==> src/sv/hapd_pkg.sv <==
// ----------------------------------------------------------------------------
// hapd_pkg
// Shared types, register indexes and timing constants of the haptic alert
// output driver.
// ----------------------------------------------------------------------------
package hapd_pkg;

    localparam int unsigned TIME_WIDTH_DEF = 32;

    localparam int unsigned CFG_DATA_WIDTH  = 24;
    localparam int unsigned CFG_INDEX_WIDTH = 3;
    localparam int unsigned COLOUR_WIDTH    = 24;
    localparam int unsigned PERIOD_WIDTH    = 16;
    localparam int unsigned DUTY_WIDTH      = 8;

    typedef enum logic [CFG_INDEX_WIDTH-1:0] {
        REG_COLOUR_SAFE      = 3'd0,
        REG_COLOUR_ALERT     = 3'd1,
        REG_COLOUR_WARNING   = 3'd2,
        REG_COLOUR_DANGER    = 3'd3,
        REG_STRENGTH_LEVELS  = 3'd4,
        REG_GPS_BLINK_PERIOD = 3'd5
    } reg_index_t;

    typedef enum logic [1:0] {
        LEVEL_SAFE    = 2'd0,
        LEVEL_ALERT   = 2'd1,
        LEVEL_WARNING = 2'd2,
        LEVEL_DANGER  = 2'd3
    } level_t;

    typedef enum logic [1:0] {
        STYLE_STRENGTH = 2'd0,
        STYLE_PULSE    = 2'd1,
        STYLE_TAP      = 2'd2
    } style_t;

    localparam logic [PERIOD_WIDTH-1:0] BLINK_PERIOD_RESET = 16'd500;

    localparam logic [DUTY_WIDTH-1:0] DUTY_ON  = 8'd255;
    localparam logic [DUTY_WIDTH-1:0] DUTY_OFF = 8'd0;

    // phase counter periods
    localparam logic [10:0] PERIOD_1200 = 11'd1200;
    localparam logic [9:0]  PERIOD_800  = 10'd800;
    localparam logic [10:0] PERIOD_2000 = 11'd2000;
    localparam logic [9:0]  PERIOD_1000 = 10'd1000;

    // pulse on-times
    localparam logic [10:0] PULSE_ALERT_ON   = 11'd200;
    localparam logic [9:0]  PULSE_WARNING_ON = 10'd400;

    // tap pattern edges
    localparam logic [10:0] TAP_END_1   = 11'd150;
    localparam logic [10:0] TAP_START_2 = 11'd300;
    localparam logic [10:0] TAP_END_2   = 11'd450;
    localparam logic [9:0]  TRI_END_1   = 10'd100;
    localparam logic [9:0]  TRI_START_2 = 10'd200;
    localparam logic [9:0]  TRI_END_2   = 10'd300;
    localparam logic [9:0]  TRI_START_3 = 10'd400;
    localparam logic [9:0]  TRI_END_3   = 10'd500;

    typedef struct packed {
        logic [COLOUR_WIDTH-1:0] colour_safe;
        logic [COLOUR_WIDTH-1:0] colour_alert;
        logic [COLOUR_WIDTH-1:0] colour_warning;
        logic [COLOUR_WIDTH-1:0] colour_danger;
        logic [COLOUR_WIDTH-1:0] strength_levels;
        logic [PERIOD_WIDTH-1:0] gps_blink_period;
    } cfg_t;

    typedef struct packed {
        logic [10:0] p1200;
        logic [9:0]  p800;
        logic [10:0] p2000;
        logic [9:0]  p1000;
    } phase_t;

endpackage

==> src/sv/haptic_alert_output_driver.sv <==
// ----------------------------------------------------------------------------
// haptic_alert_output_driver
// Per-millisecond motor duty, collision LED colour and GPS LED driver.
// ----------------------------------------------------------------------------
//  channel   handshake                 payload
//  ------------------------------------------------------------------------
//  tick in   in_valid / in_ready       alert_level, vib_style, gps_show,
//                                      gps_valid
//  result    out_valid / out_ready     motor_duty, led_red, led_green,
//                                      led_blue, gps_led
//  config    cfg_write (no wait)       cfg_index, cfg_data
//
//  each tick beat is held in an input register, decoded combinationally
//  and lands in the result register; one beat per cycle while results
//  are taken. time and phase counters advance as a beat moves into the
//  result register. a stalled result holds both registers; the input
//  register still takes a beat while the result register is waiting only
//  if it is empty. reset clears counters and loads the register defaults.
// ----------------------------------------------------------------------------
module haptic_alert_output_driver
#(
    parameter int unsigned TIME_WIDTH = hapd_pkg::TIME_WIDTH_DEF
)
(
    input  logic                                 clk,
    input  logic                                 rst_n,
    input  logic                                 in_valid,
    output logic                                 in_ready,
    input  logic [1:0]                           alert_level,
    input  logic [1:0]                           vib_style,
    input  logic                                 gps_show,
    input  logic                                 gps_valid,
    output logic                                 out_valid,
    input  logic                                 out_ready,
    output logic [7:0]                           motor_duty,
    output logic [7:0]                           led_red,
    output logic [7:0]                           led_green,
    output logic [7:0]                           led_blue,
    output logic                                 gps_led,
    input  logic                                 cfg_write,
    input  logic [hapd_pkg::CFG_INDEX_WIDTH-1:0] cfg_index,
    input  logic [hapd_pkg::CFG_DATA_WIDTH-1:0]  cfg_data
);

    hapd_pkg::cfg_t   cfg;
    hapd_pkg::phase_t phase;

    logic             stage_valid_reg;
    hapd_pkg::level_t level_reg;
    hapd_pkg::style_t style_reg;
    logic             show_reg;
    logic             fix_reg;

    logic             out_valid_reg;
    logic [7:0]       duty_reg;
    logic [23:0]      colour_reg;
    logic             gps_led_reg;

    logic             out_free;
    logic             advance;
    logic             in_accept;
    logic [7:0]       duty_next;
    logic [23:0]      colour_next;
    logic             gps_led_next;

    assign out_free  = !out_valid_reg || out_ready;
    assign advance   = stage_valid_reg && out_free;
    assign in_ready  = !stage_valid_reg || out_free;
    assign in_accept = in_valid && in_ready;

    hapd_cfg u_cfg
    (
        .clk       (clk),
        .rst_n     (rst_n),
        .cfg_write (cfg_write),
        .cfg_index (cfg_index),
        .cfg_data  (cfg_data),
        .cfg       (cfg)
    );

    hapd_state #(.TIME_WIDTH(TIME_WIDTH)) u_state
    (
        .clk          (clk),
        .rst_n        (rst_n),
        .step         (advance),
        .gps_show     (show_reg),
        .gps_valid    (fix_reg),
        .blink_period (cfg.gps_blink_period),
        .phase        (phase),
        .gps_led_next (gps_led_next)
    );

    hapd_motor u_motor
    (
        .level           (level_reg),
        .style           (style_reg),
        .phase           (phase),
        .strength_levels (cfg.strength_levels),
        .motor_duty      (duty_next)
    );

    always_comb
    begin
        case (level_reg)
            hapd_pkg::LEVEL_ALERT:   colour_next = cfg.colour_alert;
            hapd_pkg::LEVEL_WARNING: colour_next = cfg.colour_warning;
            hapd_pkg::LEVEL_DANGER:  colour_next = cfg.colour_danger;
            default:                 colour_next = cfg.colour_safe;
        endcase
    end

    // input register
    always_ff @(posedge clk or negedge rst_n)
    begin
        if (!rst_n)
        begin
            stage_valid_reg <= 1'b0;
        end
        else if (in_ready)
        begin
            stage_valid_reg <= in_valid;
        end
    end

    always_ff @(posedge clk)
    begin
        if (in_accept)
        begin
            level_reg <= hapd_pkg::level_t'(alert_level);
            style_reg <= hapd_pkg::style_t'(vib_style);
            show_reg  <= gps_show;
            fix_reg   <= gps_valid;
        end
    end

    // result register
    always_ff @(posedge clk or negedge rst_n)
    begin
        if (!rst_n)
        begin
            out_valid_reg <= 1'b0;
        end
        else if (out_free)
        begin
            out_valid_reg <= stage_valid_reg;
        end
    end

    always_ff @(posedge clk)
    begin
        if (advance)
        begin
            duty_reg    <= duty_next;
            colour_reg  <= colour_next;
            gps_led_reg <= gps_led_next;
        end
    end

    assign out_valid  = out_valid_reg;
    assign motor_duty = duty_reg;
    assign led_red    = colour_reg[23:16];
    assign led_green  = colour_reg[15:8];
    assign led_blue   = colour_reg[7:0];
    assign gps_led    = gps_led_reg;

    a_ready_only_when_full: assert property (@(posedge clk) disable iff (!rst_n)
        !in_ready |-> (stage_valid_reg && out_valid_reg))
        else $error("input stalled with a free stage");

    a_safe_motor_off: assert property (@(posedge clk) disable iff (!rst_n)
        (advance && level_reg == hapd_pkg::LEVEL_SAFE) |=> (motor_duty == 8'd0))
        else $error("motor driven at safe level");

    a_gps_hidden: assert property (@(posedge clk) disable iff (!rst_n)
        (advance && !show_reg) |=> !gps_led)
        else $error("gps led lit while hidden");

    a_gps_fix: assert property (@(posedge clk) disable iff (!rst_n)
        (advance && show_reg && fix_reg) |=> gps_led)
        else $error("gps led dark with valid fix");

endmodule

==> src/sv/hapd_cfg.sv <==
// ----------------------------------------------------------------------------
// hapd_cfg
// Configuration register file: colours, strength bytes and blink period.
// ----------------------------------------------------------------------------
module hapd_cfg
(
    input  logic                                 clk,
    input  logic                                 rst_n,
    input  logic                                 cfg_write,
    input  logic [hapd_pkg::CFG_INDEX_WIDTH-1:0] cfg_index,
    input  logic [hapd_pkg::CFG_DATA_WIDTH-1:0]  cfg_data,
    output hapd_pkg::cfg_t                       cfg
);

    hapd_pkg::cfg_t cfg_reg;
    hapd_pkg::cfg_t cfg_next;

    always_comb
    begin
        cfg_next = cfg_reg;
        if (cfg_write)
        begin
            case (hapd_pkg::reg_index_t'(cfg_index))
                hapd_pkg::REG_COLOUR_SAFE:      cfg_next.colour_safe     = cfg_data;
                hapd_pkg::REG_COLOUR_ALERT:     cfg_next.colour_alert    = cfg_data;
                hapd_pkg::REG_COLOUR_WARNING:   cfg_next.colour_warning  = cfg_data;
                hapd_pkg::REG_COLOUR_DANGER:    cfg_next.colour_danger   = cfg_data;
                hapd_pkg::REG_STRENGTH_LEVELS:  cfg_next.strength_levels = cfg_data;
                hapd_pkg::REG_GPS_BLINK_PERIOD:
                    cfg_next.gps_blink_period = cfg_data[hapd_pkg::PERIOD_WIDTH-1:0];
                default: ;
            endcase
        end
    end

    always_ff @(posedge clk or negedge rst_n)
    begin
        if (!rst_n)
        begin
            cfg_reg <= '{colour_safe:      '0,
                         colour_alert:     '0,
                         colour_warning:   '0,
                         colour_danger:    '0,
                         strength_levels:  '0,
                         gps_blink_period: hapd_pkg::BLINK_PERIOD_RESET};
        end
        else
        begin
            cfg_reg <= cfg_next;
        end
    end

    assign cfg = cfg_reg;

endmodule

==> src/sv/hapd_state.sv <==
// ----------------------------------------------------------------------------
// hapd_state
// Millisecond time, phase counters and GPS LED blink state, advanced once
// per processed tick.
// ----------------------------------------------------------------------------
module hapd_state
#(
    parameter int unsigned TIME_WIDTH = hapd_pkg::TIME_WIDTH_DEF
)
(
    input  logic                              clk,
    input  logic                              rst_n,
    input  logic                              step,
    input  logic                              gps_show,
    input  logic                              gps_valid,
    input  logic [hapd_pkg::PERIOD_WIDTH-1:0] blink_period,
    output hapd_pkg::phase_t                  phase,
    output logic                              gps_led_next
);

    logic [TIME_WIDTH-1:0] ms_count_reg;
    logic [TIME_WIDTH-1:0] ms_count_next;
    logic [TIME_WIDTH-1:0] last_toggle_reg;
    logic [TIME_WIDTH-1:0] last_toggle_next;
    logic                  blink_reg;
    logic                  blink_next;
    logic                  gps_pin_reg;
    hapd_pkg::phase_t      phase_reg;
    hapd_pkg::phase_t      phase_next;
    logic [TIME_WIDTH-1:0] elapsed;
    logic                  toggle;

    // elapsed time wraps with the counter width
    assign elapsed = ms_count_reg - last_toggle_reg;
    assign toggle  = gps_show && !gps_valid &&
                     (elapsed >= TIME_WIDTH'(blink_period));

    always_comb
    begin
        if (!gps_show)
        begin
            gps_led_next = 1'b0;
        end
        else if (gps_valid)
        begin
            gps_led_next = 1'b1;
        end
        else if (toggle)
        begin
            gps_led_next = ~blink_reg;
        end
        else
        begin
            gps_led_next = gps_pin_reg;
        end
    end

    always_comb
    begin
        ms_count_next    = ms_count_reg + TIME_WIDTH'(1);
        last_toggle_next = toggle ? ms_count_reg : last_toggle_reg;
        blink_next       = toggle ? ~blink_reg : blink_reg;

        phase_next.p1200 = (phase_reg.p1200 + 11'd1 >= hapd_pkg::PERIOD_1200) ?
                           11'd0 : phase_reg.p1200 + 11'd1;
        phase_next.p800  = (phase_reg.p800 + 10'd1 >= hapd_pkg::PERIOD_800) ?
                           10'd0 : phase_reg.p800 + 10'd1;
        phase_next.p2000 = (phase_reg.p2000 + 11'd1 >= hapd_pkg::PERIOD_2000) ?
                           11'd0 : phase_reg.p2000 + 11'd1;
        phase_next.p1000 = (phase_reg.p1000 + 10'd1 >= hapd_pkg::PERIOD_1000) ?
                           10'd0 : phase_reg.p1000 + 10'd1;
    end

    always_ff @(posedge clk or negedge rst_n)
    begin
        if (!rst_n)
        begin
            ms_count_reg    <= '0;
            last_toggle_reg <= '0;
            blink_reg       <= 1'b0;
            gps_pin_reg     <= 1'b0;
            phase_reg       <= '0;
        end
        else if (step)
        begin
            ms_count_reg    <= ms_count_next;
            last_toggle_reg <= last_toggle_next;
            blink_reg       <= blink_next;
            gps_pin_reg     <= gps_led_next;
            phase_reg       <= phase_next;
        end
    end

    assign phase = phase_reg;

endmodule

==> src/sv/hapd_motor.sv <==
// ----------------------------------------------------------------------------
// hapd_motor
// Motor duty decode from alert level, vibration style and phase counters.
// ----------------------------------------------------------------------------
module hapd_motor
(
    input  hapd_pkg::level_t                  level,
    input  hapd_pkg::style_t                  style,
    input  hapd_pkg::phase_t                  phase,
    input  logic [hapd_pkg::COLOUR_WIDTH-1:0] strength_levels,
    output logic [hapd_pkg::DUTY_WIDTH-1:0]   motor_duty
);

    logic pulse_on;
    logic tap_on;
    logic tap_2000;
    logic tap_1000;
    logic tri_800;
    logic [hapd_pkg::DUTY_WIDTH-1:0] strength;

    assign tap_2000 = (phase.p2000 < hapd_pkg::TAP_END_1) ||
                      (phase.p2000 >= hapd_pkg::TAP_START_2 &&
                       phase.p2000 < hapd_pkg::TAP_END_2);
    assign tap_1000 = (11'(phase.p1000) < hapd_pkg::TAP_END_1) ||
                      (11'(phase.p1000) >= hapd_pkg::TAP_START_2 &&
                       11'(phase.p1000) < hapd_pkg::TAP_END_2);
    assign tri_800  = (phase.p800 < hapd_pkg::TRI_END_1) ||
                      (phase.p800 >= hapd_pkg::TRI_START_2 &&
                       phase.p800 < hapd_pkg::TRI_END_2) ||
                      (phase.p800 >= hapd_pkg::TRI_START_3 &&
                       phase.p800 < hapd_pkg::TRI_END_3);

    always_comb
    begin
        case (level)
            hapd_pkg::LEVEL_ALERT:
            begin
                strength = strength_levels[23:16];
                pulse_on = phase.p1200 < hapd_pkg::PULSE_ALERT_ON;
                tap_on   = tap_2000;
            end
            hapd_pkg::LEVEL_WARNING:
            begin
                strength = strength_levels[15:8];
                pulse_on = phase.p800 < hapd_pkg::PULSE_WARNING_ON;
                tap_on   = tap_1000;
            end
            hapd_pkg::LEVEL_DANGER:
            begin
                strength = strength_levels[7:0];
                pulse_on = 1'b1;
                tap_on   = tri_800;
            end
            default:
            begin
                strength = hapd_pkg::DUTY_OFF;
                pulse_on = 1'b0;
                tap_on   = 1'b0;
            end
        endcase
    end

    always_comb
    begin
        case (style)
            hapd_pkg::STYLE_STRENGTH: motor_duty = strength;
            hapd_pkg::STYLE_PULSE:
                motor_duty = pulse_on ? hapd_pkg::DUTY_ON : hapd_pkg::DUTY_OFF;
            hapd_pkg::STYLE_TAP:
                motor_duty = tap_on ? hapd_pkg::DUTY_ON : hapd_pkg::DUTY_OFF;
            default: motor_duty = hapd_pkg::DUTY_OFF;
        endcase
    end

endmodule

==> config.mk <==
export PLATFORM = sky130hd
export DESIGN_NAME = haptic_alert_output_driver
export DESIGN_NICKNAME = d
export VERILOG_FILES = /design/src/sv/hapd_pkg.sv /design/src/sv/haptic_alert_output_driver.sv /design/src/sv/hapd_cfg.sv /design/src/sv/hapd_state.sv /design/src/sv/hapd_motor.sv
export SDC_FILE = /design/constraint.sdc
export NUM_CORES = 1
export LEC_CHECK = 0
export ABC_CLOCK_PERIOD_IN_PS = 9180
export BUFFER_PORTS_ARGS = -buffer_cell sky130_fd_sc_hd__buf_4
export CELL_PAD_IN_SITES_DETAIL_PLACEMENT = 1
export CELL_PAD_IN_SITES_GLOBAL_PLACEMENT = 2
export CORE_MARGIN = 1.5
export CORE_UTILIZATION = 45
export DETAILED_ROUTE_END_ITERATION = 10
export PLACE_DENSITY_LB_ADDON = 0.25
export SYNTH_ARGS = -nofsm -noshare
export SYNTH_HDL_FRONTEND = slang
export SYNTH_SLANG_ARGS = --single-unit
==> constraint.sdc <==
create_clock -name clk -period 9.18 [get_ports clk]
set_input_delay 0.918 -clock clk [delete_from_list [all_inputs] [get_ports clk]]
set_output_delay 0.918 -clock clk [all_outputs]
set_load 0.01 [all_outputs]
**Word level (Yosys, flattened, before mapping)**

Cells that the tools add are included.
W data, S select, Z words.

- Multiplexer cells: 14
- Reductions and logical operators: 26
- Eq/ne operators: 10
- Add/subtract/negate cells: 6
- $lt $le $gt $ge: 18
- Bitwise operators: 1

Operators by type and width:

| kind | count |
|---|---|
| $pmux W24 S3 | 1 |
| $pmux W8 S3 | 2 |
| $lt A10 B9 Y1 const B | 4 |
| $add A32 B1 Y32 const B | 1 |
| $ge A32 B16 Y1 | 1 |
| $sub A32 B32 Y32 | 1 |
| $add A11 B1 Y11 const B | 2 |
| $ge A11 B11 Y1 const B | 2 |
| $lt A11 B8 Y1 const B | 2 |
| $mux W11 | 2 |
| $add A10 B1 Y10 const B | 2 |
| $ge A10 B10 Y1 const B | 2 |
| $ge A10 B9 Y1 const B | 2 |
| $mux W10 | 2 |
| $mux W8 | 2 |
| $reduce_and A2 Y1 | 7 |
| $ge A11 B9 Y1 const B | 1 |
| $lt A11 B9 Y1 const B | 1 |
| $ge A10 B8 Y1 const B | 1 |
| $lt A10 B7 Y1 const B | 1 |
| $lt A10 B8 Y1 const B | 1 |
| $logic_and A1 B1 Y1 | 8 |
| $eq A2 B2 Y1 const B | 3 |
| $eq A3 B2 Y1 const B | 2 |
| other kinds (10) | 22 |

- Bits in registers: 285
- Logic and storage cells: 98

**Longest topological paths before layout**

Gate-level depths: netlist (run 1).

- Word-level depth: 7
- Gate-level depth with buffers: 21
- Gate-level depth less buffers: 20

**Hierarchy**

From an unflattened synthesis (run 1), not the netlist that was laid out.

- Cell total of the unflattened synthesis: 1330
- Area, all modules: 15615.0 sq um

By module, submodules not included:

| module | cells an instance | seq. area each (sq um) | instances | area an instance (sq um) |
|---|---|---|---|---|
| hapd_state | 865 | 2702.6 | 1 | 7726.2 |
| hapd_cfg | 293 | 3410.8 | 1 | 5402.7 |
| haptic_alert_output_driver | 77 | 1221.2 | 1 | 1880.6 |
| hapd_motor | 95 | 0.0 | 1 | 605.6 |

**Worst setup path after synthesis (run 1)**

No wires, ideal clock.

- Kind: flip-flop to flip-flop
- Start: register u_state.ms_count_reg[10]
- End: register u_state.last_toggle_reg[10]
- Data required time: 9.055 ns
- Clock period less this slack: 4.711 ns
- Slack: 4.469 ns
- Arrival time: 4.586 ns
- Cell stages (with the launch flop): 20
- Library setup time: 0.125 ns
- Cell sequence: dfrtp_1 -> ha_1 -> clkbuf_1 -> nand4_1 -> o22a_1 -> or2_1 -> nand3_1 -> xor2_1 -> ha_1 -> a211oi_1 -> nor2_1 -> a211o_1 -> a2111oi_2 -> nand2_1 -> or4_1 -> nand4bb_4 -> nor4b_4 -> nor4b_4 -> buf_6 -> mux2_4

- Word-level cells in the longest chain between the ends: 4

Ends and longest elaborated chain:

| element | RTL line | text |
|---|---|---|
| start, declared | hapd_state.sv:21 | `logic [TIME_WIDTH-1:0] ms_count_reg;` |
| start signal, assigned | hapd_state.sv:86 | `ms_count_reg <= ms_count_next;` |
| $sub A32 B32 Y32 | hapd_state.sv:34 | `assign elapsed = ms_count_reg - last_toggle_reg;` |
| $ge A32 B16 Y1 | hapd_state.sv:36 | `(elapsed >= TIME_WIDTH'(blink_period));` |
| $logic_and A1 B1 Y1 | hapd_state.sv:35 | `assign toggle = gps_show && !gps_valid &&` |
| $reduce_and A2 Y1 (no line) | - |  |
| end signal, assigned | hapd_state.sv:87 | `last_toggle_reg <= last_toggle_next;` |
| end, declared | hapd_state.sv:23 | `logic [TIME_WIDTH-1:0] last_toggle_reg;` |

Parallel ways exist; a longest one is shown, timed or not.
A chain may end at the register's enable or synchronous reset.

**Worst setup path in the final report (run 1)**

- Start: register u_state.ms_count_reg[10]
- End: register u_state.last_toggle_reg[15]

- Word-level cells in the longest chain between the ends: 4

Ends and longest elaborated chain:

| element | RTL line |
|---|---|
| $sub A32 B32 Y32 | hapd_state.sv:34 |
| $ge A32 B16 Y1 | hapd_state.sv:36 |
| $logic_and A1 B1 Y1 | hapd_state.sv:35 |
| $reduce_and A2 Y1 (no line) | - |

No other way between the ends.

==> out/results.ini, run 1 <==
[setup_path]
worstPathRequired_ns = 9.62
start_kind = register
cp.arrival_ns = 5.71
endpoint_kind = register
path_class = register to register
path_max_fanout = 25

[sta]
slew_headroom_pct = 31.64
setup-violations-final = 0
rsz0062_at_grt = no
fin_tns_setup_ns = 0
tightestPinTransition_ns = 1.020
finalCritPeriodShare_pct = 57.38
timing.fmax_mhz = 189.8
hold_violations = 0
fin_worst_skew_ns = 0.01912
drv_slew = 0
fin_crit_ns = 5.268

[synthesis]
yosysSeqAreaShare_pct = 49.22
synth_cells = 1282
muxShareOfSynthArea_pct = 18.01
async_reset_ff_share_pct = 86.32
synth-xor-area-share_pct = 3.938
synth_top_area_cell = dfrtp_1
syn-cell-area_sq_um = 14900
avgSynthCellArea_sq_um = 11.62
synthTopCellsByArea = dfrtp_1 40%, mux2_2 11%, edfxtp_1 7.9%
synth-compound-area-share_pct = 10.50
synth_fa_ha_area_share_pct = 4.669
synth_edf_count = 39
synth_simple_gate_area_share_pct = 10.25
synth_ff_type = dfrtp_1
yosys_register_bits = 285
ys_types = 71
yosysWarnings = 0
synth_top_family_by_area = multiplexers
synth_top_area_share_pct = 40.31
syn-num-nets = 1375

[global_routing]
gr-total-overflow = 0
grt_pass1_vias = 11014
grt.total_usage_pct = 22.35
antenna_found_initial = 0
grt_max_degree = 154
grt_pass1_wl_mm = 60.70

[clock_tree]
clockBufferDepth = 3
numCtsBuffers = 31
cts_resized = 0
cts_root_buf = clkbuf_16
clk_pin_slew_ns = 0.07
holdBufCountCts = 0
cts_sinks = 285
cts_tree = built
clk_latency_ns = 0.57
post_cts_buffers = 0
h-tree-depth = 1

[route]
vias = 10153
avgRoutedWirePerCell_microns = 20.26
drt_iter0_markers = 458
drc = 0
drtPass1Iterations = 4
wl_mm = 36.47
postRouteAntennaNets = 0
routed_via_density = 5.641

[die]
die-area_sq_um = 34210
pin_count = 73
fp.dieH_microns = 185.0
start_util_pct = 45.80
rows = 66
die_width_microns = 185.0
coreArea_sq_um = 32540

[placement]
hpwl_mm = 24.04
gp_congestion = 0.8019
place_area_sq_um = 15850
port_buffers = 72

[cells_and_area]
largest_reg_flops = 136
layout.nets = 1426
ff_latch_area_sq_um = 7335
fillers = 3444
antenna_cells = 0
multi_input_area_sq_um = 7079
drive_gt1_share_pct = 26.36
area_delta_synth_final_pct = 13.37
postLayoutCellArea_sq_um = 16890

[worst_hold_path]
hold_class = primary input to asynchronous set/reset pin

[pwr]
peakVddDrop_mv = 0.1588
p_leak_nw = 7.376
powerDensity_nw_per_um2 = 261.8

[flow_run]
maxCapViolCount = 0

[run_status]
run_status = finished clean

## path summary, 6_finish.rpt
| path | start | endpoint | slack (ns) | cells past startpoint |
|---|---|---|---|---|
| setup / recovery | u_state.ms_count_reg[10] | u_state.last_toggle_reg[15] | 3.91 | 18 |
| hold reg to reg | u_state.blink_reg | u_state.blink_reg | 0.49 | 1 |
| min in group clk | u_state.blink_reg | u_state.blink_reg | 0.49 | 1 |
| hold / removal | rst_n | u_state.ms_count_reg[21] | 0.35 | 1 |
| setup reg to reg | u_state.ms_count_reg[10] | u_state.last_toggle_reg[15] | 3.91 | 18 |
| max in group asynchronous | rst_n | u_cfg.cfg[130] | 7.49 | 2 |
## cells in the final DEF (no fill, tap or decap), types with 11 or more instances in the layout
| cell | n |
|---|---|
| edfxtp_1 | 39 |
| xnor2_1 | 44 |
| o21ai_0 | 86 |
| mux2_2 | 149 |
| buf_4 | 81 |
| nand2b_1 | 11 |
| o211ai_1 | 12 |
| dfrtp_1 | 240 |
| a21o_1 | 11 |
| nor2_1 | 44 |
| nand4_1 | 29 |
| a31oi_1 | 12 |
| inv_1 | 62 |
| nand2_1 | 104 |
| xor2_1 | 23 |
| and3_1 | 26 |
| a21oi_1 | 48 |
| clkbuf_16 | 31 |
| mux4_2 | 24 |
| ha_1 | 54 |
| mux2_4 | 27 |
| nand3_1 | 24 |
## layer usage
metal	vias up	GRT usage (%)	routed length, microns
met5	-	0	0
met4	0	4.553	496
met3	35	3.244	1284
met2	154	37.43	17640
met1	5201	30.96	17050
li1	4763	-	-
## power by group
part,switching [W],internal (W),total (W)
registers,0.000180,0.00152,0.00170
clock network,0.000530,0.000755,0.00129
logic,0.000721,0.000712,0.00143
## area by class of cell
| cell class | instances | share of cell area (%) |
|---|---|---|
| clock buffers | 37 | 4.903 |
| clock inverters | 21 | 1.289 |
| well taps | 442 | 3.274 |
| multi-input cells | 869 | 41.91 |
| repair buffers | 83 | 3.807 |
| flip-flops and latches | 285 | 43.42 |
| inverters | 63 | 1.400 |
## critical path, stage by stage, from the launching register on
cell and delay (ns):
dfrtp_1 0.45, ha_1 0.44, nand4_1 0.20, o22a_1 0.27
or2_1 0.27, nand3_1 0.15, xor2_1 0.16, ha_1 0.26
a211oi_1 0.25, nor2_1 0.08, a211o_1 0.28, a2111oi_2 0.27
nand2_1 0.07, or4_1 0.56, nand4bb_4 0.22, nor4b_4 0.34
nor4b_4 0.17, buf_4 0.33, mux2_4 0.35
## stage by stage
step | std cells | utilization (%) | total power [W] | hold WS [ns] | setup slack [ns]
after floorplan | 1282 | - | 0.002763 | 0.4572 | 4.469
after global placement | 1742 | 48.70 | 0.003107 | 0.4668 | 4.027
after detailed placement | 1742 | 48.70 | 0.003157 | 0.4857 | 3.871
after CTS | 1800 | 51.92 | 0.004480 | 0.3905 | 3.864
after global routing | 1800 | 51.92 | 0.004712 | 0.4040 | 3.538
final | 1800 | 51.92 | 0.004422 | 0.3548 | 3.912
## cells by family after synthesis
kind of cell / Yosys count
adder cells (fa/ha/maj): 55
AND/OR/NAND/NOR: 294
multiplexers: 206
flip-flops: 285
buffers and inverters: 128
XOR/XNOR: 67
AO/OA/AOI/OAI: 247
## synth_stat cells, drive strengths merged (3+ instances only)
master	n
nand3	24
a31oi	12
dfrtp	240
o211ai	12
o31ai	10
o22ai	3
nand4	29
a21oi	48
xnor2	44
a32oi	3
nor3b	7
and2	6
nand4b	3
o21a	9
mux4	24
edfxtp	39
xor2	23
ha	54
o21bai	4
a311oi	4
nand2b	11
a22oi	9
o21ai	90
inv	62
dfstp	6
nor2	44
a211o	3
o41ai	3
or3	3
and3	26
and4	4
nand2	104
clkbuf	53
nor3	12
mux2	176
nor2b	7
buf	12
a21o	11
a211oi	8
mux2i	6
Note: power is estimated with default switching activity, not from simulation.
==> run 2, diff against run 1 <==
Settings changed: ABC_CLOCK_PERIOD_IN_PS 9180 to 4400, CORE_UTILIZATION 45 to 38.
Clock period 9.18 ns to 4.4 ns, I/O delays scaled along.
==> run 2 against run 1 <==
Compared with the run above: the flow now finishes with violations (setup timing); final cell count grew 8.6%; via count up 2.0%; sequential cell count did not move; clock skew increased by 0.0082 ns; cell area up 5.4%; combinational power rose to 2.6 times the previous value; highest routed layer is now met5.
==> out/results.ini, run 2 (synthesized netlist as in run 1, its figures left out) <==
[setup_path]
path_max_fanout = 7  ; -72%
cp.arrival_ns = 5.04  ; -0.67 ns
r2r_slack_ns = -0.22  ; -4.13 ns
reg2reg_depth = 18  ; unchanged
reg2reg_to = u_state.last_toggle_reg[24]
worstPathRequired_ns = 4.83  ; -4.79 ns
path_class = register to register
rr_startpoint = u_state.ms_count_reg[0]
start_kind = register
endpoint_kind = register

[sta]
fin_crit_ns = 4.617  ; -0.6510 ns
tightestPinTransition_ns = 0.9822  ; -0.03781 ns
finalCritPeriodShare_pct = 104.9  ; +48 points
timing.fmax_mhz = 216.6  ; +14%
setup-violations-final = 34  ; +34
fin_ws_ns = -0.2166  ; -4.129 ns
fin_tns_setup_ns = -6.001  ; -6.001 ns
fin_worst_skew_ns = 0.02736  ; +0.008235 ns
hold_violations = 0  ; unchanged
rsz0062_at_grt = yes
fin_hold_ws_ns = 0.07368  ; -0.2811 ns
drv_slew = 0  ; unchanged
slew_headroom_pct = 34.17  ; +2.5 points

[placement]
place_area_sq_um = 16460  ; +3.9%
gp_congestion = 0.7831  ; -2.3%
port_buffers = 72  ; unchanged
hpwl_mm = 25.83  ; +7.4%

[route]
drt_iter0_markers = 450  ; -1.7%
drc = 0  ; unchanged
postRouteAntennaNets = 0  ; unchanged
top_layer_used = met5
drtPass1Iterations = 5  ; +1
wl_mm = 37.44  ; +2.7%
wirelength_met1_mm = 17.32  ; +1.6%
met2_length_mm = 18.19  ; +3.1%
avgRoutedWirePerCell_microns = 19.16  ; -5.4%
wl_met3_mm = 1.264  ; -1.6%
routed_via_density = 5.300  ; -6.0%
vias = 10357  ; +2.0%

[cells_and_area]
layout.nets = 1504  ; +5.5%
largest_reg_flops = 136  ; unchanged
area_delta_synth_final_pct = 19.51
fillers = 4107  ; +19%
final_cell_mix = 240 x dfrtp_1, 149 x mux2_2, 149 x buf_4
postLayoutCellArea_sq_um = 17810  ; +5.4%
final_common_cell = dfrtp_1
antenna_cells = 0  ; unchanged
drive_gt1_share_pct = 30.78  ; +4.4 points

[die]
rows = 72  ; +9.1%
die-area_sq_um = 40410  ; +18%
pin_count = 73  ; unchanged
fp.dieH_microns = 201.0  ; +8.7%
die_width_microns = 201.0  ; +8.7%
start_util_pct = 38.56  ; -7.2 points
coreArea_sq_um = 38650  ; +19%

[clock_tree]
cts_tree = built
numCtsBuffers = 34  ; +9.7%
clockBufferDepth = 3  ; unchanged
clk_pin_slew_ns = 0.06  ; about the same
h-tree-depth = 2  ; +1
cts_sinks = 285  ; unchanged
cts_root_buf = clkbuf_16
clk_latency_ns = 0.56  ; about the same

[run_status]
failed_checks = setup timing
run_status = complete, but fails checks

[pwr]
internal_power_w = 0.006775  ; +130%
combPwrFrac_pct = 36.8  ; +4.4 points
p_sw_share_pct = 32.28  ; -0.082 points
powerDensity_nw_per_um2 = 561.8  ; +110%
power.total_w = 0.01001  ; +130%
switchingPower_w = 0.003230  ; +130%
clockPowerShare_pct = 27.9  ; -1.2 points
share_seq_of_total_power_pct = 35.3  ; -3.2 points
peakVddDrop_mv = 0.3832  ; +140%
p_leak_nw = 7.804  ; +5.8%

[worst_hold_path]
whs_path_depth = 1
worstHoldStart = vib_style[1]
hold_class = primary input to register
holdPathEnd = style_reg[1]

[global_routing]
grt_max_degree = 114  ; -26%
grt_pass1_wl_mm = 62.09  ; +2.3%
grt_pass1_vias = 11426  ; +3.7%
antenna_found_initial = 1  ; +1
gr-total-overflow = 0  ; unchanged
grt.total_usage_pct = 19.14  ; -3.2 points

[flow_run]
maxCapViolCount = 0  ; unchanged

-- run 2: power groups by stage --
| stage | Clock, W | Sequential [W] | Combinational [W] |
|---|---|---|---|
| final | 0.00279 | 0.00353 | 0.00368 |
| after floorplan | 0 | 0.00346 | 0.00234 |
| after global routing | 0.00298 | 0.00361 | 0.00408 |
| after detailed placement | 0 | 0.00357 | 0.00341 |
| after CTS | 0.00289 | 0.00353 | 0.00361 |
| after global placement | 0 | 0.00354 | 0.00331 |
-- run 2: worst max-delay path, stage by stage (launching register included) --
cell,delay [ns]
dfrtp_1,0.36
inv_1,0.09
ha_4,0.18
fa_2,0.37
nor2b_4,0.16
o2111ai_4,0.16
nand2_2,0.14
xor2_1,0.18
ha_1,0.27
and3_1,0.18
a221oi_2,0.30
a211o_1,0.17
o311ai_0,0.14
or4_4,0.55
nand4bb_4,0.22
nor4b_4,0.36
nor4b_4,0.16
clkbuf_16,0.20
mux2_4,0.29
-- run 2: repair_timing --
item                                    4_1_cts  5_1_grt
hold buffers                                  1        0
resized for setup                            14        6
hold endpoints to repair                     42        0
endpoints found under the setup margin       35       35
pin swaps                                     3       11
buffers inserted                              4        4
cloned                                        0        3
-- run 2: through the flow --
| step | std cells | worst slack [ns] | utilization (%) |
|---|---|---|---|
| 2_1_floorplan | 1282 | 0.01780 | - |
| 3_3_place_gp | 1881 | -0.2334 | 42.60 |
| 3_5_place_dp | 1881 | -0.3503 | 42.60 |
| 4_1_cts | 1947 | -0.1869 | 45.74 |
| 5_1_grt | 1954 | -0.4601 | 46.08 |
| 6_report | 1954 | -0.2166 | 46.08 |
-- run 2: area by class of cell --
class | instances | area [sq um] | area share (%)
clock buffer | 56 | 1003 | 5.635
clock inverter | 5 | 115.1 | 0.6464
inverter | 63 | 236.5 | 1.328
multi-input combinational | 869 | 7194 | 40.40
sequential | 285 | 7335 | 41.19
tap | 518 | 648.1 | 3.639
timing repair buffer | 158 | 1276 | 7.166
-- run 2: worst max path at each step --
stage	from	end	slack, ns
3_3_place_gp	u_state.last_toggle_reg[0]	u_state.last_toggle_reg[4]	-0.23
3_5_place_dp	u_state.ms_count_reg[0]	u_state.last_toggle_reg[4]	-0.35
6_report	u_state.ms_count_reg[0]	u_state.last_toggle_reg[24]	-0.22
2_1_floorplan	u_state.ms_count_reg[10]	u_state.last_toggle_reg[10]	0.02
4_1_cts	u_state.last_toggle_reg[1]	u_state.last_toggle_reg[13]	-0.19
5_1_grt	u_state.last_toggle_reg[1]	u_state.last_toggle_reg[22]	-0.46
-- run 2: per-layer routing --
metal / up-vias / track usage [%]
met5: - / 0
met4: 2 / 4.538
met3: 43 / 3.393
met2: 120 / 32.24
met1: 5276 / 25.61
li1: 4916 / -
==> run 3, diff against run 2 <==
Settings changed: ABC_CLOCK_PERIOD_IN_PS 4400 to 4000.
Clock period 4.4 ns to 4 ns, I/O delays scaled along.
==> run 3 against run 2 <==
Compared with the run above: the flow still finishes with violations (setup timing); wire length grew 3.9%; first-iteration DRC count is 16% lower; worst hold slack worse by 0.029 ns; sequential power increased by 9.9%; clock power up 11%; sequential share of layout area fell by 0.48 points; critical path type unchanged; critical endpoint is now u_state.last_toggle_reg[7].
==> out/results.ini, run 3 (synthesized netlist as in run 1, its figures left out) <==
[run_status]
run_status = complete, but fails checks
failed_checks = setup timing

[cells_and_area]
final_cells = 1990  ; +1.8%
area_delta_synth_final_pct = 20.92
largest_reg_flops = 136  ; unchanged
fillers = 4063  ; -1.1%
drive_gt1_share_pct = 32.47  ; +1.7 points
multi_input_area_sq_um = 7188  ; about the same
post-route-util_pct = 46.62  ; +0.54 points
antenna_cells = 0  ; unchanged
final_cell_mix = 240 x dfrtp_1, 182 x buf_4, 149 x mux2_2
final_common_cell = dfrtp_1
ff_latch_area_sq_um = 7335  ; unchanged
postLayoutCellArea_sq_um = 18020  ; +1.2%
layout.nets = 1538  ; +2.3%

[placement]
port_buffers = 72  ; unchanged
dpl.cell_count = 1913  ; +1.7%
place_area_sq_um = 16690  ; +1.4%
hpwl_mm = 26.82  ; +3.8%
gp_congestion = 0.8113  ; +3.6%

[pwr]
power.total_w = 0.01115  ; +11%
peakVddDrop_mv = 0.4698  ; +23%
p_leak_nw = 7.963  ; +2.0%
powerDensity_nw_per_um2 = 618.9  ; +10%

[setup_path]
r2r_slack_ns = -0.63  ; -0.41 ns
crit_path_frequent_cell = nor4b_4
reg2reg_depth = 18  ; unchanged
reg2reg_to = u_state.last_toggle_reg[7]
start_kind = register
max_stage_delay_ns = 0.51  ; -0.04 ns
worstPathRequired_ns = 4.42  ; -0.41 ns
cp_slowest_cell = a2111o_1
path_max_fanout = 13  ; +6
crit_buf_inv = 1  ; -1
path_class = register to register
crit_chain = ha_4, nor2b_4, o2111ai_2, a2111o_1, nand3_2, xor2_1, ha_1, a211oi_2, nor2_1, a211o_1, a2111oi_2, nand2_1, or4_4, nand4bb_4, nor4b_4, nor4b_4, clkbuf_16, mux2_4
endpoint_kind = register
rr_startpoint = u_state.ms_count_reg[1]
critPathTopFamily = simple AND/OR/NAND/NOR gates
cp.arrival_ns = 5.06  ; +0.02 ns

[clock_tree]
clk_pin_slew_ns = 0.06  ; about the same
clockBufferDepth = 3  ; unchanged
h-tree-depth = 2  ; unchanged
numCtsBuffers = 35  ; +2.9%
cts_tree = built
clk_latency_ns = 0.54  ; -0.02 ns
cts_root_buf = clkbuf_16
cts_sinks = 285  ; unchanged

[die]
rows = 72  ; unchanged
die_width_microns = 201.0  ; unchanged
pin_count = 73  ; unchanged
coreArea_sq_um = 38650  ; unchanged
fp.dieH_microns = 201.0  ; unchanged
start_util_pct = 38.56  ; unchanged
die-area_sq_um = 40410  ; unchanged

[sta]
fin_ws_ns = -0.6312  ; -0.4146 ns
fin_hold_ws_ns = 0.04493  ; -0.02875 ns
drv_slew = 0  ; unchanged
slew_headroom_pct = 33.87  ; -0.30 points
timing.fmax_mhz = 215.9  ; -0.31%
fin_worst_skew_ns = 0.01650  ; -0.01085 ns
hold_violations = 0  ; unchanged
tightestPinTransition_ns = 0.9867  ; +0.004443 ns
finalCritPeriodShare_pct = 115.8  ; +11 points
setup-violations-final = 35  ; +2.9%
fin_crit_ns = 4.631  ; +0.01456 ns
rsz0062_at_grt = yes

[worst_hold_path]
holdPathEnd = style_reg[1]
whs_path_depth = 1  ; unchanged
hold_class = primary input to register
worstHoldStart = vib_style[1]

[flow_run]
maxCapViolCount = 0  ; unchanged

[route]
drtPass1Iterations = 4  ; -1
drc = 0  ; unchanged
drt_iter0_markers = 376  ; -16%
vias = 10637  ; +2.7%
postRouteAntennaNets = 0  ; unchanged
routed_via_density = 5.345  ; +0.85%
wl_mm = 38.90  ; +3.9%
avgRoutedWirePerCell_microns = 19.55  ; +2.0%

[global_routing]
gr-total-overflow = 0  ; unchanged
grt_pass1_vias = 11668  ; +2.1%
grt.total_usage_pct = 19.79  ; +0.65 points
grt_pass1_wl_mm = 63.89  ; +2.9%
grt_max_degree = 96  ; -16%
antenna_found_initial = 0  ; -1

## run 3: cell types whose count changed in the layout (fill, tap and decap cells not counted), moves of 2 or more
| cell | delta |
|---|---|
| buf_4 | +33 |
| buf_6 | +3 |
| buf_12 | -2 |
| clkinv_16 | -2 |
## run 3: through the flow
stage / setup TNS, ns / worst slack, ns
after floorplan: -11.74 / -0.3822
after global placement: -20.17 / -0.6142
after detailed placement: -25.40 / -0.7725
final: -19.73 / -0.6312
after CTS: -18.52 / -0.5776
after global routing: -27.37 / -0.8465
## run 3: final cells by class
cell class | count | area share, %
multi-input combinational | 869 | 39.90
timing repair buffer | 191 | 8.285
clock inverter | 6 | 0.4097
inverter | 63 | 1.312
sequential | 285 | 40.71
tap | 518 | 3.597
clock buffer | 58 | 5.792
## run 3: worst max-delay path by stage
| stage | start | end | slack [ns] | cells after the start |
|---|---|---|---|---|
| after floorplan | u_state.ms_count_reg[10] | u_state.last_toggle_reg[10] | -0.38 | 19 |
| after global placement | u_state.ms_count_reg[0] | u_state.last_toggle_reg[5] | -0.61 | 18 |
| after detailed placement | u_state.last_toggle_reg[0] | u_state.last_toggle_reg[13] | -0.77 | 17 |
| after CTS | u_state.ms_count_reg[1] | u_state.last_toggle_reg[7] | -0.58 | 19 |
| after global routing | u_state.ms_count_reg[1] | u_state.last_toggle_reg[10] | -0.85 | 19 |
| final | u_state.ms_count_reg[1] | u_state.last_toggle_reg[7] | -0.63 | 18 |
## run 3: layer usage
metal  global-route usage [%]  vias to the layer above  wire, microns  share of wire [%]
li1                         -                     5001              -                  -
met1                    26.28                     5438          17980                 46
met2                    33.02                      140          18680                 48
met3                    3.750                       58           1406                3.6
met4                    5.451                        0            826                2.1
met5                        0                        -              0                  0
## run 3: power by group
part | internal, W | switching (W) | leakage, nW
clock network | 0.00185 | 0.00125 | 0.543
registers | 0.00350 | 0.000384 | 3.47
logic | 0.00223 | 0.00194 | 3.95
## run 3: what timing repair did
action,4_1_cts,5_1_grt
gates resized for setup,16,9
setup buffers,8,4
setup endpoints to repair,35,35
hold endpoints to repair,91,0
gates cloned,0,2
hold buffers,1,0
pin swaps,7,6
